<file path="config.mk">
export PLATFORM = sky130hd
export DESIGN_NAME = fifo_queue_with_delete_flat
export DESIGN_NICKNAME = d
export VERILOG_FILES = /design/src/design/fqd_pkg.sv /design/src/design/fqd_if.sv /design/src/design/fifo_queue_with_delete.sv /design/src/design/fqd_cell.sv /design/src/flat_wrapper.sv
export SDC_FILE = /design/constraint.sdc
export NUM_CORES = 1
export LEC_CHECK = 0
export ABC_AREA = 1
export BUFFER_PORTS_ARGS = -buffer_cell sky130_fd_sc_hd__buf_4
export CORE_MARGIN = 5
export CORE_UTILIZATION = 52
export CTS_CLUSTER_SIZE = 25
export DETAILED_ROUTE_END_ITERATION = 8
export GPL_TIMING_DRIVEN = 0
export PLACE_DENSITY = 0.79
export SYNTH_ARGS = -nofsm -noshare
export SYNTH_HDL_FRONTEND = slang
export SYNTH_SLANG_ARGS = --single-unit
export TNS_END_PERCENT = 1
</file>
<file path="constraint.sdc">
create_clock -name i_clk -period 4.85 [get_ports i_clk]
set_input_delay 0 -clock i_clk [delete_from_list [all_inputs] [get_ports i_clk]]
set_output_delay 0 -clock i_clk [all_outputs]
set_load 0.02 [all_outputs]
</file>
<file path="src/design/fqd_pkg.sv">
// Package for the handle queue with delete: operation codes, controller states
// and the control word handed to each storage cell. No dependencies.
`default_nettype none
package fqd_pkg;

    localparam int DEPTH_DEF       = 16;
    localparam int HANDLE_BITS_DEF = 32;
    localparam int FUNC_BITS       = 2;

    typedef enum logic [FUNC_BITS-1:0] {
        FN_ENQUEUE = 2'd0,
        FN_DEQUEUE = 2'd1,
        FN_DELETE  = 2'd2
    } t_func;

    typedef enum logic [1:0] {
        ST_IDLE = 2'd0,
        ST_SCAN = 2'd1,
        ST_HOLD = 2'd2
    } t_state;

    // shift: take the neighbour's word; load: take the broadcast word (wins)
    typedef struct packed {
        logic shift;
        logic load;
    } t_cell_ctl;

endpackage
`default_nettype wire

</file>
<file path="src/design/fqd_if.sv">
// Valid/ready channel interfaces for the handle queue: operation words in,
// result words out. Depends on fqd_pkg.
`default_nettype none
interface fqd_in_if #(
    parameter int HANDLE_BITS = fqd_pkg::HANDLE_BITS_DEF
);
    logic                           valid;
    logic                           ready;
    logic [fqd_pkg::FUNC_BITS-1:0]  func;
    logic [HANDLE_BITS-1:0]         handle_in;

    modport source (output valid, output func, output handle_in, input ready);
    modport sink   (input valid, input func, input handle_in, output ready);
endinterface

interface fqd_out_if #(
    parameter int HANDLE_BITS = fqd_pkg::HANDLE_BITS_DEF,
    parameter int LEN_BITS    = $clog2(fqd_pkg::DEPTH_DEF + 1)
);
    logic                   valid;
    logic                   ready;
    logic                   status;
    logic [HANDLE_BITS-1:0] handle_out;
    logic [LEN_BITS-1:0]    length;

    modport source (output valid, output status, output handle_out, output length,
                    input ready);
    modport sink   (input valid, input status, input handle_out, input length,
                    output ready);
endinterface
`default_nettype wire

</file>
<file path="src/design/fifo_queue_with_delete.sv">
// Bounded FIFO of nonzero handles with delete of the oldest matching handle.
// Channel i_in carries operation words (func, handle_in); o_out carries
// result words (status, handle_out, length). Both are valid/ready; a word
// moves at a clock edge with valid and ready high.
// Storage is a chain of DEPTH cells with the oldest handle in cell 0.
// Enqueue writes the cell at the current length, dequeue shifts the chain.
// Enqueue, dequeue, rejected and unused operations put their result in the
// output register at the accepting edge. Delete rotates the occupied cells
// once through the head comparator, dropping the first match; its result is
// registered at the end of the rotation, which holds the input closed.
// Throughput: one enqueue or dequeue per cycle while results are taken.
// When the receiver stalls, one finished result waits in a hold register
// while the output register is full; the input closes then.
// Reset (i_rst_n low, synchronous) empties the queue and drops any result;
// cell contents are not cleared and are never read before being written.
// Depends on fqd_pkg, fqd_if and fqd_cell.
`default_nettype none
module fifo_queue_with_delete #(
    parameter int DEPTH       = fqd_pkg::DEPTH_DEF,
    parameter int HANDLE_BITS = fqd_pkg::HANDLE_BITS_DEF
) (
    input  wire logic i_clk,
    input  wire logic i_rst_n,
    fqd_in_if.sink    i_in,
    fqd_out_if.source o_out
);

    localparam int CW = $clog2(DEPTH + 1);
    localparam int IW = $clog2(DEPTH);

    fqd_pkg::t_state r_state, n_state;

    logic [CW-1:0]          r_count, n_count;
    logic [CW-1:0]          r_left, n_left;
    logic                   r_found, n_found;
    logic [HANDLE_BITS-1:0] r_key;

    logic                   r_ov, n_ov;
    logic                   r_o_status;
    logic [HANDLE_BITS-1:0] r_o_handle;
    logic [CW-1:0]          r_o_len;
    logic                   r_h_status;
    logic [HANDLE_BITS-1:0] r_h_handle;
    logic [CW-1:0]          r_h_len;

    logic [HANDLE_BITS-1:0] w_data [DEPTH];
    fqd_pkg::t_cell_ctl     w_ctl  [DEPTH];

    logic                   w_acc;
    logic                   w_out_free;
    logic                   w_in_ready;
    logic                   w_key_nz;
    logic                   w_start_scan;
    logic                   w_last;
    logic                   w_match;
    logic                   w_shift;
    logic                   w_load;
    logic [IW-1:0]          w_load_idx;
    logic [HANDLE_BITS-1:0] w_load_data;
    logic [CW-1:0]          w_cm1;
    logic                   w_res_valid;
    logic                   w_res_status;
    logic [HANDLE_BITS-1:0] w_res_handle;

    assign w_in_ready = (r_state == fqd_pkg::ST_IDLE);
    assign w_acc      = i_in.valid && w_in_ready;
    assign w_out_free = !r_ov || o_out.ready;
    assign w_key_nz   = (i_in.handle_in != '0);
    assign w_cm1      = r_count - CW'(1);
    assign w_match    = !r_found && (w_data[0] == r_key);
    assign w_last     = (r_left == CW'(1));

    // next state
    always_comb begin
        n_state = r_state;
        unique case (r_state)
            fqd_pkg::ST_IDLE: begin
                if (w_acc) begin
                    if (w_start_scan) begin
                        n_state = fqd_pkg::ST_SCAN;
                    end else if (!w_out_free) begin
                        n_state = fqd_pkg::ST_HOLD;
                    end
                end
            end
            fqd_pkg::ST_SCAN: begin
                if (w_last) begin
                    n_state = w_out_free ? fqd_pkg::ST_IDLE : fqd_pkg::ST_HOLD;
                end
            end
            fqd_pkg::ST_HOLD: begin
                if (w_out_free) begin
                    n_state = fqd_pkg::ST_IDLE;
                end
            end
            default: n_state = fqd_pkg::ST_IDLE;
        endcase
    end

    // datapath control and results
    always_comb begin
        w_start_scan = 1'b0;
        w_shift      = 1'b0;
        w_load       = 1'b0;
        w_load_idx   = r_count[IW-1:0];
        w_load_data  = i_in.handle_in;
        w_res_valid  = 1'b0;
        w_res_status = 1'b1;
        w_res_handle = '0;
        n_count      = r_count;
        n_left       = r_left;
        n_found      = r_found;
        unique case (r_state)
            fqd_pkg::ST_IDLE: begin
                if (w_acc) begin
                    w_res_valid = 1'b1;
                    unique case (i_in.func)
                        fqd_pkg::FN_ENQUEUE: begin
                            if (w_key_nz && (r_count < CW'(DEPTH))) begin
                                w_load       = 1'b1;
                                n_count      = r_count + CW'(1);
                                w_res_status = 1'b0;
                            end
                        end
                        fqd_pkg::FN_DEQUEUE: begin
                            if (r_count != '0) begin
                                w_shift      = 1'b1;
                                n_count      = w_cm1;
                                w_res_status = 1'b0;
                                w_res_handle = w_data[0];
                            end
                        end
                        fqd_pkg::FN_DELETE: begin
                            if (w_key_nz && (r_count != '0)) begin
                                w_start_scan = 1'b1;
                                w_res_valid  = 1'b0;
                                n_left       = r_count;
                                n_found      = 1'b0;
                            end
                        end
                        default: ;
                    endcase
                end
            end
            fqd_pkg::ST_SCAN: begin
                // pop the head; drop it on first match, else append at the tail
                w_shift     = 1'b1;
                w_load_idx  = w_cm1[IW-1:0];
                w_load_data = w_data[0];
                n_left      = r_left - CW'(1);
                if (w_match) begin
                    n_found = 1'b1;
                    n_count = w_cm1;
                end else begin
                    w_load = 1'b1;
                end
                if (w_last) begin
                    w_res_valid  = 1'b1;
                    w_res_status = !(r_found || w_match);
                end
            end
            fqd_pkg::ST_HOLD: ;
            default: ;
        endcase
        n_ov = r_ov && !o_out.ready;
        if ((w_res_valid || (r_state == fqd_pkg::ST_HOLD)) && w_out_free) begin
            n_ov = 1'b1;
        end
    end

    genvar k;
    generate
        for (k = 0; k < DEPTH; k++) begin : g_cell
            assign w_ctl[k].shift = w_shift;
            assign w_ctl[k].load  = w_load && (w_load_idx == IW'(k));
            fqd_cell #(
                .HANDLE_BITS (HANDLE_BITS)
            ) u_cell (
                .i_clk       (i_clk),
                .i_ctl       (w_ctl[k]),
                .i_load_data (w_load_data),
                .i_next_data ((k < DEPTH - 1) ? w_data[(k < DEPTH - 1) ? k + 1 : k]
                                              : w_data[k]),
                .o_data      (w_data[k])
            );
        end
    endgenerate

    always_ff @(posedge i_clk) begin
        if (!i_rst_n) begin
            r_state <= fqd_pkg::ST_IDLE;
            r_count <= '0;
            r_left  <= '0;
            r_found <= 1'b0;
            r_ov    <= 1'b0;
        end else begin
            r_state <= n_state;
            r_count <= n_count;
            r_left  <= n_left;
            r_found <= n_found;
            r_ov    <= n_ov;
        end
    end

    always_ff @(posedge i_clk) begin
        if (w_acc) begin
            r_key <= i_in.handle_in;
        end
        if (w_res_valid && w_out_free) begin
            r_o_status <= w_res_status;
            r_o_handle <= w_res_handle;
            r_o_len    <= n_count;
        end else if ((r_state == fqd_pkg::ST_HOLD) && w_out_free) begin
            r_o_status <= r_h_status;
            r_o_handle <= r_h_handle;
            r_o_len    <= r_h_len;
        end
        if (w_res_valid && !w_out_free) begin
            r_h_status <= w_res_status;
            r_h_handle <= w_res_handle;
            r_h_len    <= n_count;
        end
    end

    assign i_in.ready       = w_in_ready;
    assign o_out.valid      = r_ov;
    assign o_out.status     = r_o_status;
    assign o_out.handle_out = r_o_handle;
    assign o_out.length     = r_o_len;

`ifndef SYNTH
    a_count_bound : assert property (@(posedge i_clk) disable iff (!i_rst_n)
        r_count <= CW'(DEPTH))
        else $error("queue length beyond depth");

    a_hold_busy : assert property (@(posedge i_clk) disable iff (!i_rst_n)
        (r_state == fqd_pkg::ST_HOLD) |-> r_ov)
        else $error("result held while output register empty");

    a_scan_left : assert property (@(posedge i_clk) disable iff (!i_rst_n)
        (r_state == fqd_pkg::ST_SCAN) |-> ((r_left != '0) && (r_left <= r_count)))
        else $error("delete rotation count out of step with length");

    a_scan_ends : assert property (@(posedge i_clk) disable iff (!i_rst_n)
        ((r_state == fqd_pkg::ST_SCAN) && w_last) |=> (r_state != fqd_pkg::ST_SCAN))
        else $error("delete rotation overran");
`endif

endmodule
`default_nettype wire

</file>
<file path="src/design/fqd_cell.sv">
// One storage cell of the handle chain: holds one handle, takes the broadcast
// word on load or its upper neighbour's word on shift. Depends on fqd_pkg.
`default_nettype none
module fqd_cell #(
    parameter int HANDLE_BITS = fqd_pkg::HANDLE_BITS_DEF
) (
    input  wire logic               i_clk,
    input  wire fqd_pkg::t_cell_ctl i_ctl,
    input  wire logic [HANDLE_BITS-1:0] i_load_data,
    input  wire logic [HANDLE_BITS-1:0] i_next_data,
    output logic [HANDLE_BITS-1:0]  o_data
);

    logic [HANDLE_BITS-1:0] r_data;

    always_ff @(posedge i_clk) begin
        if (i_ctl.load) begin
            r_data <= i_load_data;
        end else if (i_ctl.shift) begin
            r_data <= i_next_data;
        end
    end

    assign o_data = r_data;

endmodule
`default_nettype wire
</file>
<file path="src/flat_wrapper.sv">
// flat-port wrapper written by rule: the top's interface ports become plain ports
module fifo_queue_with_delete_flat 
#(
    parameter int DEPTH       = fqd_pkg::DEPTH_DEF,
    parameter int HANDLE_BITS = fqd_pkg::HANDLE_BITS_DEF
)
  (i_clk, i_rst_n, i_in_valid, i_in_func, i_in_handle_in, i_in_ready, o_out_valid, o_out_status, o_out_handle_out, o_out_length, o_out_ready);
  fqd_in_if #(.HANDLE_BITS(HANDLE_BITS)) i_in_i ();
  fqd_out_if #(.HANDLE_BITS(HANDLE_BITS)) o_out_i ();
  input  wire logic i_clk;
  input  wire logic i_rst_n;
  input wire logic [$bits(i_in_i.valid)-1:0] i_in_valid;
  input wire logic [$bits(i_in_i.func)-1:0] i_in_func;
  input wire logic [$bits(i_in_i.handle_in)-1:0] i_in_handle_in;
  output wire logic [$bits(i_in_i.ready)-1:0] i_in_ready;
  output wire logic [$bits(o_out_i.valid)-1:0] o_out_valid;
  output wire logic [$bits(o_out_i.status)-1:0] o_out_status;
  output wire logic [$bits(o_out_i.handle_out)-1:0] o_out_handle_out;
  output wire logic [$bits(o_out_i.length)-1:0] o_out_length;
  input wire logic [$bits(o_out_i.ready)-1:0] o_out_ready;
  assign i_in_i.valid = i_in_valid;
  assign i_in_i.func = i_in_func;
  assign i_in_i.handle_in = i_in_handle_in;
  assign i_in_ready = i_in_i.ready;
  assign o_out_valid = o_out_i.valid;
  assign o_out_status = o_out_i.status;
  assign o_out_handle_out = o_out_i.handle_out;
  assign o_out_length = o_out_i.length;
  assign o_out_i.ready = o_out_ready;
  fifo_queue_with_delete #(.DEPTH(DEPTH), .HANDLE_BITS(HANDLE_BITS)) u_core (.i_clk(i_clk), .i_rst_n(i_rst_n), .i_in(i_in_i), .o_out(o_out_i));
endmodule
</file>
==> results by group, run 1 <==
Outcome
  – Outcome: completed

STA
  – Final setup violating endpoints: 0
  – Total negative setup slack: 0 ns
  – Setup repair after global routing missed its margin: false
  – Worst slew slack as a fraction of its limit: 11.3%
  – Portion of the clock cycle consumed by the worst path in the final layout: 89.0%
  – Max Freq: 0.232 GHz
  – Number of endpoints with negative hold slack in the final report: 0
  – Final Slew Violations: 0
  – Slew @ Worst Pin: 1.33 ns
  – Shortest period the worst path allows: 4.32 ns
  – Post-route clock skew: 0.0310 ns
  – Tightest hold margin: 0.108 ns

Floorplanning
  – Ports: 78
  – Effective utilization at floorplan: 52.5%
  – Die extent in y: 241 um
  – Die Span X: 241 um
  – Number of rows created at floorplan: 84
  – Total die area: 57900 sq um
  – Area of the placeable core: 52700 sq um

Setup path
  – Worst endpoint data arrival time: 4.53 ns
  – CP peak stage delay: 1.05 ns
  – Data required time at the worst endpoint: 5.07 ns
  – Largest fanout of any net on the critical path: 37
  – Setup Crit Path Kind: register to register
  – Setup slack on the worst flop-to-flop path: 0.53 ns
  – List of cells traversed by the critical path: buf_4, nor2_4, inv_2, nor2_4, nand2_1, nand2_1, inv_1, clkbuf_1, nand2_1
  – CP delay by family, top: simple AND/OR/NAND/NOR gates
  – Worst r2r src: u_core.r_state[1]
  – Length in cells of the worst reg-to-reg path: 9
  – CP Capture Type: register
  – Most Frequent Cell on Critical Path: nand2_1
  – CP startpoint: u_core.r_state[1]
  – Launching element type of the critical path: register
  – Crit path buffers/inverters: 4
  – Worst-path cell with the longest stage delay: nand2_1
  – Reg2reg end: u_core.g_cell[12].u_cell.o_data[21]

Detailed routing
  – First-pass iteration count of the detailed router: 6
  – Number of routed nets with antenna violations: 0
  – Routed length per placed instance: 18.5 um
  – Iter 0 DRT Violations: 2412
  – Total detailed-routing wirelength: 63300 um
  – Number of vias in the routed layout: 18900
  – Via-to-Cell Ratio: 5.53
  – Number of remaining DRC errors: 0

Layout
  – Post-route design area: 31400 sq um
  – Antenna Cells: 0
  – Ratio of cells with drive above 1 in the final layout: 14.0%
  – Area added between synthesis and finish: 13.6%
  – Nets: 2729
  – Final Non-Filler Cells: 3426

Clock tree
  – Number of instances resized during post-cts repair: 0
  – CTS max path bufs: 3
  – Buffers inserted by post-CTS timing repair: 0
  – Clock tree from TritonCTS: yes
  – Number of buffers inserted during clock tree synthesis: 60
  – Clk Latency, worst-skew pair: 0.63 ns
  – Clock transition at the registers of the reported paths: 0.06 ns
  – H-tree Lvls: 2
  – Cell at the root of the clock tree: clkbuf_16
  – CTS Sinks: 634

Power and ir drop
  – Total power: 12600 uW
  – Total power per unit cell area: 401 nW/um^2
  – Total leakage power: 0.0125 uW
  – IR Drop Worst-Case VDD: 292 uV

Synthesis
  – Synth area leader: edfxtp_1
  – Synth top area share: 67.3%
  – Most common flop cell mapped by yosys: edfxtp_1
  – Yosys warning total: 0
  – Top cells by area, synth: edfxtp_1 67%, nand2_1 11%, o21ai_1 4.9%, o21ai_0 3.7%, inv_1 1.9%
  – Post-synth top cells: 777 x nand2_1, 620 x edfxtp_1, 272 x o21ai_1
  – Most frequent cell after synthesis: nand2_1
  – Post-synthesis instance total: 2508
  – Post-synthesis cell type count: 41
  – Netlist area before placement: 27700 sq um
  – Avg Inst Size Synth: 11.0 sq um
  – Sequential area share after synthesis: 68.3%
  – EDFF count, synth: 620
  – Nets in the synthesized netlist: 2550
  – Post-synth ARST share: 0%
  – Register bit total from synthesis: 634

GRT
  – Met3 routing resource usage after global routing: 3.55%
  – Global-route wire length before repair: 98500 um
  – Maximum number of pins on one net before global-route repair: 39
  – Global Route met2 Usage: 37.0%
  – Met1 capacity usage during global routing: 28.4%
  – Vias in the first global route: 18600
  – Total global-route track usage: 21.5%
  – Remaining global-route overflow: 0
  – Initial antenna violation count: 0
  – Most used routing layer in global routing: met2

Hold path
  – Min-delay src: i_in_handle_in[11]
  – Hold endpoint: u_core.r_key[11]
  – Class of the worst hold path: primary input to register
  – Number of cells on the worst hold path: 2

Placement
  – Post-placement cell area: 29100 sq um
  – Quantity of I/O buffers inserted on ports: 76
  – Detailed placer's ending HPWL: 45100 um
  – Placed Cells: 3272
  – Weighted congestion at the end of routability-driven global placement: 0.888

Job
  – Max-capacitance violation count: 0
-- cells by family after synthesis --
group / Yosys count / synth area share [%]
and+or+nand+nor: 1003 / 14.6
DFF: 634 / 68.3
AOI/OAI and AO/OA: 543 / 10.4
buffers and inverters: 314 / 6.08
xor gates and xnor gates: 10 / 0.344
adders and majority gates: 4 / 0.181
-- state kept, by name, indices dropped and copies added, names as in the netlist, 2 cells and up --
name	flops
u_core.r_left	5
u_core.r_key	32
u_core.r_h_len	5
u_core.o_out.length	5
u_core.r_count	5
u_core.o_out.handle_out	32
u_core.r_state	2
u_core.g_cell.u_cell.o_data	512
u_core.r_h_handle	32
-- worst max path at each step --
| stage | end | slack [ns] | cells after the start |
|---|---|---|---|
| 2_1_floorplan | u_core.o_out.handle_out[0] | 1.08 | 8 |
| 3_3_place_gp | u_core.o_out.handle_out[6] | 0.31 | 8 |
| 3_5_place_dp | u_core.g_cell[8].u_cell.o_data[8] | 0.50 | 9 |
| 4_1_cts | u_core.g_cell[8].u_cell.o_data[2] | 0.50 | 9 |
| 5_1_grt | u_core.g_cell[12].u_cell.o_data[10] | 0.26 | 9 |
| 6_report | u_core.g_cell[12].u_cell.o_data[21] | 0.53 | 9 |
-- where the power goes --
group / internal [uW] / leakage [uW] / switching (uW) / total, uW
logic: 415 / 0.00585 / 979 / 1390
registers: 6570 / 0.00579 / 147 / 6710
clock network: 2490 / 0.000906 / 2000 / 4500
-- what timing repair did --
action / CTS / global route
endpoints found under the setup margin: 0 / 0
hold buffers: 39 / 0
endpoints found under the hold margin: 111 / 0
-- through the flow --
| step | util, % | setup WS, ns |
|---|---|---|
| 2_1_floorplan | - | 1.08 |
| 4_1_cts | 59.6 | 0.503 |
| 6_report | 59.7 | 0.535 |
| 3_5_place_dp | 55.3 | 0.495 |
| 3_3_place_gp | 55.2 | 0.307 |
| 5_1_grt | 59.7 | 0.261 |
-- layout make-up --
cell class | count | area (sq um)
clock buffer | 80 | 1620
multi-input combinational | 1560 | 7110
sequential | 634 | 18900
fill | 3903 | 21200
timing repair buffer | 117 | 1020
clock inverter | 33 | 245
inverter | 153 | 574
buffer | 161 | 1110
tap | 688 | 861
-- layout by cell type (no fill, tap or decap), types with 5 or more instances in the layout --
master	netlist	routed
clkinv_2	0	11
inv_1	143	143
edfxtp_1	620	620
clkinv_1	0	14
a21oi_1	8	8
clkbuf_1	38	54
dfxtp_1	14	14
inv_2	10	10
clkbuf_16	0	60
nor2_1	116	114
o21a_1	32	32
nand2_2	57	61
o21ai_1	272	272
xnor2_1	6	6
buf_2	43	43
nand3_1	28	28
o21ai_2	19	19
o21ai_0	206	206
buf_1	6	6
dlygate4sd3_1	0	39
buf_6	31	31
buf_12	5	5
nand4_1	7	7
clkbuf_2	15	15
nand2_1	777	773
buf_4	19	95
-- layer usage --
metal | vias to the layer above | wire length [um] | part of all wire (%)
li1 | 8915 | - | -
met1 | 9022 | 25100 | 40
met2 | 879 | 31000 | 49
met3 | 121 | 5330 | 8.4
met4 | 0 | 1830 | 2.9
met5 | - | 0 | 0
(Power assumes the default switching activity.)
==> run 2: changes to the inputs <==
--- a/config.mk
+++ b/config.mk
@@ -7,11 +7,13 @@
 export LEC_CHECK = 0
 export ABC_AREA = 1
 export BUFFER_PORTS_ARGS = -buffer_cell sky130_fd_sc_hd__buf_4
+export CORE_ASPECT_RATIO = 1.25
 export CORE_MARGIN = 5
 export CORE_UTILIZATION = 52
 export CTS_CLUSTER_SIZE = 25
 export DETAILED_ROUTE_END_ITERATION = 8
 export GPL_TIMING_DRIVEN = 0
+export HOLD_SLACK_MARGIN = 0.12
 export PLACE_DENSITY = 0.79
 export SYNTH_ARGS = -nofsm -noshare
 export SYNTH_HDL_FRONTEND = slang
==> constraint.sdc (replaced) <==
create_clock -name i_clk -period 4.85 [get_ports i_clk]
set_input_delay 0 -clock i_clk [delete_from_list [all_inputs] [get_ports i_clk]]
set_output_delay 0 -clock i_clk [all_outputs]
set_load 0.1 [all_outputs]
==> results by group, run 2 (synthesis results as in run 1) <==
Floorplanning
  – Total die area: 57900 sq um (about the same)
  – Ports: 78 (unchanged)
  – Effective utilization at floorplan: 52.5% (about the same)
  – Area of the placeable core: 52700 sq um (about the same)
  – Number of rows created at floorplan: 94 (was 84)
  – Die Span X: 216 um (was 241 um)
  – Die extent in y: 268 um (was 241 um)

STA
  – Worst slew slack as a fraction of its limit: 13.5% (was 11.3%)
  – Setup repair after global routing missed its margin: false (unchanged)
  – Number of endpoints with negative hold slack in the final report: 0 (unchanged)
  – Total negative setup slack: 0 ns (unchanged)
  – Portion of the clock cycle consumed by the worst path in the final layout: 91.0% (was 89.0%)
  – Final setup violating endpoints: 0 (unchanged)
  – Max Freq: 0.227 GHz (was 0.232 GHz)
  – Shortest period the worst path allows: 4.41 ns (was 4.32 ns)
  – Final Slew Violations: 0 (unchanged)
  – Post-route clock skew: 0.0333 ns (was 0.0310 ns)
  – Slew @ Worst Pin: 1.29 ns (was 1.33 ns)
  – Fin worst setup slack: 0.438 ns (was 0.535 ns)

Power and ir drop
  – Internal power of the cells: 9450 uW (was 9480 uW)
  – Total power per unit cell area: 410 nW/um^2 (was 401 nW/um^2)
  – Total leakage power: 0.0125 uW (about the same)
  – Clock share of power: 34.8% (was 35.7%)
  – Fraction of power spent switching nets: 26.5% (was 24.8%)
  – Logic pwr share: 13.0% (was 11.1%)
  – Net switching power figure: 3410 uW (was 3130 uW)
  – IR Drop Worst-Case VDD: 261 uV (was 292 uV)
  – Part of the total power dissipated in sequential elements: 52.2% (was 53.3%)

Setup path
  – Worst endpoint data arrival time: 4.62 ns (was 4.53 ns)
  – Worst r2r src: u_core.r_state[1] (unchanged)
  – Most Frequent Cell on Critical Path: nand2_1 (unchanged)
  – Crit path buffers/inverters: 4 (unchanged)
  – Critical path depth: 9 (unchanged)
  – Launching element type of the critical path: register (unchanged)
  – CP peak stage delay: 1.07 ns (was 1.05 ns)
  – CP delay by family, top: simple AND/OR/NAND/NOR gates (unchanged)
  – List of cells traversed by the critical path: buf_4, nor2_4, inv_2, nor2_4, nand2_1, nand2_1, inv_1, clkbuf_1, nand2_1 (unchanged)
  – Setup slack on the worst flop-to-flop path: 0.44 ns (was 0.53 ns)
  – Worst-path cell with the longest stage delay: nand2_1 (unchanged)
  – CP startpoint: u_core.r_state[1] (unchanged)
  – Largest fanout of any net on the critical path: 37 (unchanged)
  – CP Capture Type: register (unchanged)
  – Data required time at the worst endpoint: 5.06 ns (was 5.07 ns)
  – Length in cells of the worst reg-to-reg path: 9 (unchanged)
  – Setup Crit Path Kind: register to register (unchanged)

Clock tree
  – Number of instances resized during post-cts repair: 0 (unchanged)
  – Clock tree from TritonCTS: yes (unchanged)
  – Count of hold buffers inserted by post-cts repair: 43 (was 39)
  – CTS Sinks: 634 (unchanged)
  – CTS max path bufs: 3 (unchanged)
  – H-tree Lvls: 2 (unchanged)
  – Clk Latency, worst-skew pair: 0.62 ns (was 0.63 ns)
  – Clock transition at the registers of the reported paths: 0.07 ns (was 0.06 ns)
  – Number of buffers inserted during clock tree synthesis: 57 (was 60)
  – Buffers inserted by post-CTS timing repair: 0 (unchanged)
  – Cell at the root of the clock tree: clkbuf_16 (unchanged)

Hold path
  – Class of the worst hold path: primary input to register (unchanged)
  – Number of cells on the worst hold path: 2 (unchanged)
  – Min-delay src: i_in_handle_in[13] (was i_in_handle_in[11])

GRT
  – Met1 capacity usage during global routing: 26.6% (was 28.4%)
  – Met3 routing resource usage after global routing: 3.45% (was 3.55%)
  – Global Route met2 Usage: 39.0% (was 37.0%)
  – Maximum number of pins on one net before global-route repair: 39 (unchanged)
  – Global-route wire length before repair: 99800 um (was 98500 um)
  – Most used routing layer in global routing: met2 (unchanged)
  – Vias in the first global route: 18500 (was 18600)
  – Remaining global-route overflow: 0 (unchanged)
  – Initial antenna violation count: 0 (unchanged)
  – Total global-route track usage: 21.7% (was 21.5%)

Layout
  – Nets: 2729 (unchanged)
  – Commonest cells after routing, fill and taps aside: 769 x nand2_1, 620 x edfxtp_1, 272 x o21ai_1 (was 773 x nand2_1, 620 x edfxtp_1, 272 x o21ai_1)
  – Commonest non-fill, non-tap cell in the layout: nand2_1 (unchanged)
  – Core utilization of the finished layout: 59.6% (was 59.7%)
  – Area added between synthesis and finish: 13.5% (was 13.6%)
  – Fill cell instance count of the final layout: 3985 (was 3903)
  – Antenna Cells: 0 (unchanged)
  – Final Non-Filler Cells: 3406 (was 3426)
  – Max reg flops: 512 (unchanged)
  – Ratio of cells with drive above 1 in the final layout: 14.0% (about the same)

Placement
  – Weighted congestion at the end of routability-driven global placement: 0.925 (was 0.888)
  – Placed Cells: 3256 (was 3272)
  – Quantity of I/O buffers inserted on ports: 76 (unchanged)
  – Detailed placer's ending HPWL: 45700 um (was 45100 um)
  – Setup Slack @ Placement: 0.369 ns (was 0.495 ns)

Outcome
  – Outcome: completed (unchanged)

Job
  – Max-capacitance violation count: 0 (unchanged)

Detailed routing
  – Total detailed-routing wirelength: 64300 um (was 63300 um)
  – Number of routed nets with antenna violations: 0 (unchanged)
  – Via-to-Cell Ratio: 5.55 (was 5.53)
  – Number of vias in the routed layout: 18900 (about the same)
  – Number of remaining DRC errors: 0 (unchanged)
  – Iter 0 DRT Violations: 2251 (was 2412)
  – First-pass iteration count of the detailed router: 6 (unchanged)
  – Routed length per placed instance: 18.9 um (was 18.5 um)
-- run 2: cell types whose count changed in the layout (fill, tap and decap cells not counted) --
cell	previous run	this run
buf_16	2	1
bufinv_16	3	5
clkbuf_1	54	53
clkbuf_16	60	58
clkbuf_8	4	0
clkinv_1	14	11
clkinv_2	11	9
clkinv_4	0	1
clkinvlp_4	3	4
dlygate4sd3_1	39	43
inv_16	0	1
nand2_1	773	769
nand2_2	61	65
-- run 2: metal layers --
metal,part of all wire (%),vias up
met2,51,863
li1,-,8921
met4,4.0,0
met3,7.0,141
met1,38,8992
met5,0,-
-- run 2: metrics by stage --
step | hold slack (ns) | total power, uW | cell area, sq um
2_1_floorplan | 0.0989 | 7940 | 27700
3_3_place_gp | 0.199 | 8370 | 29100
3_5_place_dp | 0.197 | 8430 | 29100
4_1_cts | 0.122 | 12900 | 31400
5_1_grt | 0.140 | 13300 | 31400
6_report | 0.150 | 12900 | 31400
-- run 2: final timing paths --
check / endpoint
max: u_core.g_cell[14].u_cell.o_data[3]
min: u_core.r_key[13]
max reg2reg: u_core.g_cell[14].u_cell.o_data[3]
min reg2reg: u_core.r_left[4]
-- run 2: final cells by class --
cell class	count	area (sq um)	share of cell area, %
clock inverters	33	320	1.02
flip-flops and latches	634	18900	60.2
plain buffers	161	1110	3.53
clock buffers	73	1510	4.80
repair buffers	120	1030	3.28
inverters	153	574	1.83
well taps	672	841	2.68
multi-input cells	1560	7120	22.7
-- run 2: power by group through the flow --
stage	Sequential (uW)	Combinational [uW]	Clock, uW
3_5_place_dp	6820	1610	0
4_1_cts	6710	1660	4480
3_3_place_gp	6810	1560	0
5_1_grt	6740	1820	4730
2_1_floorplan	7110	826	0
6_report	6710	1680	4470
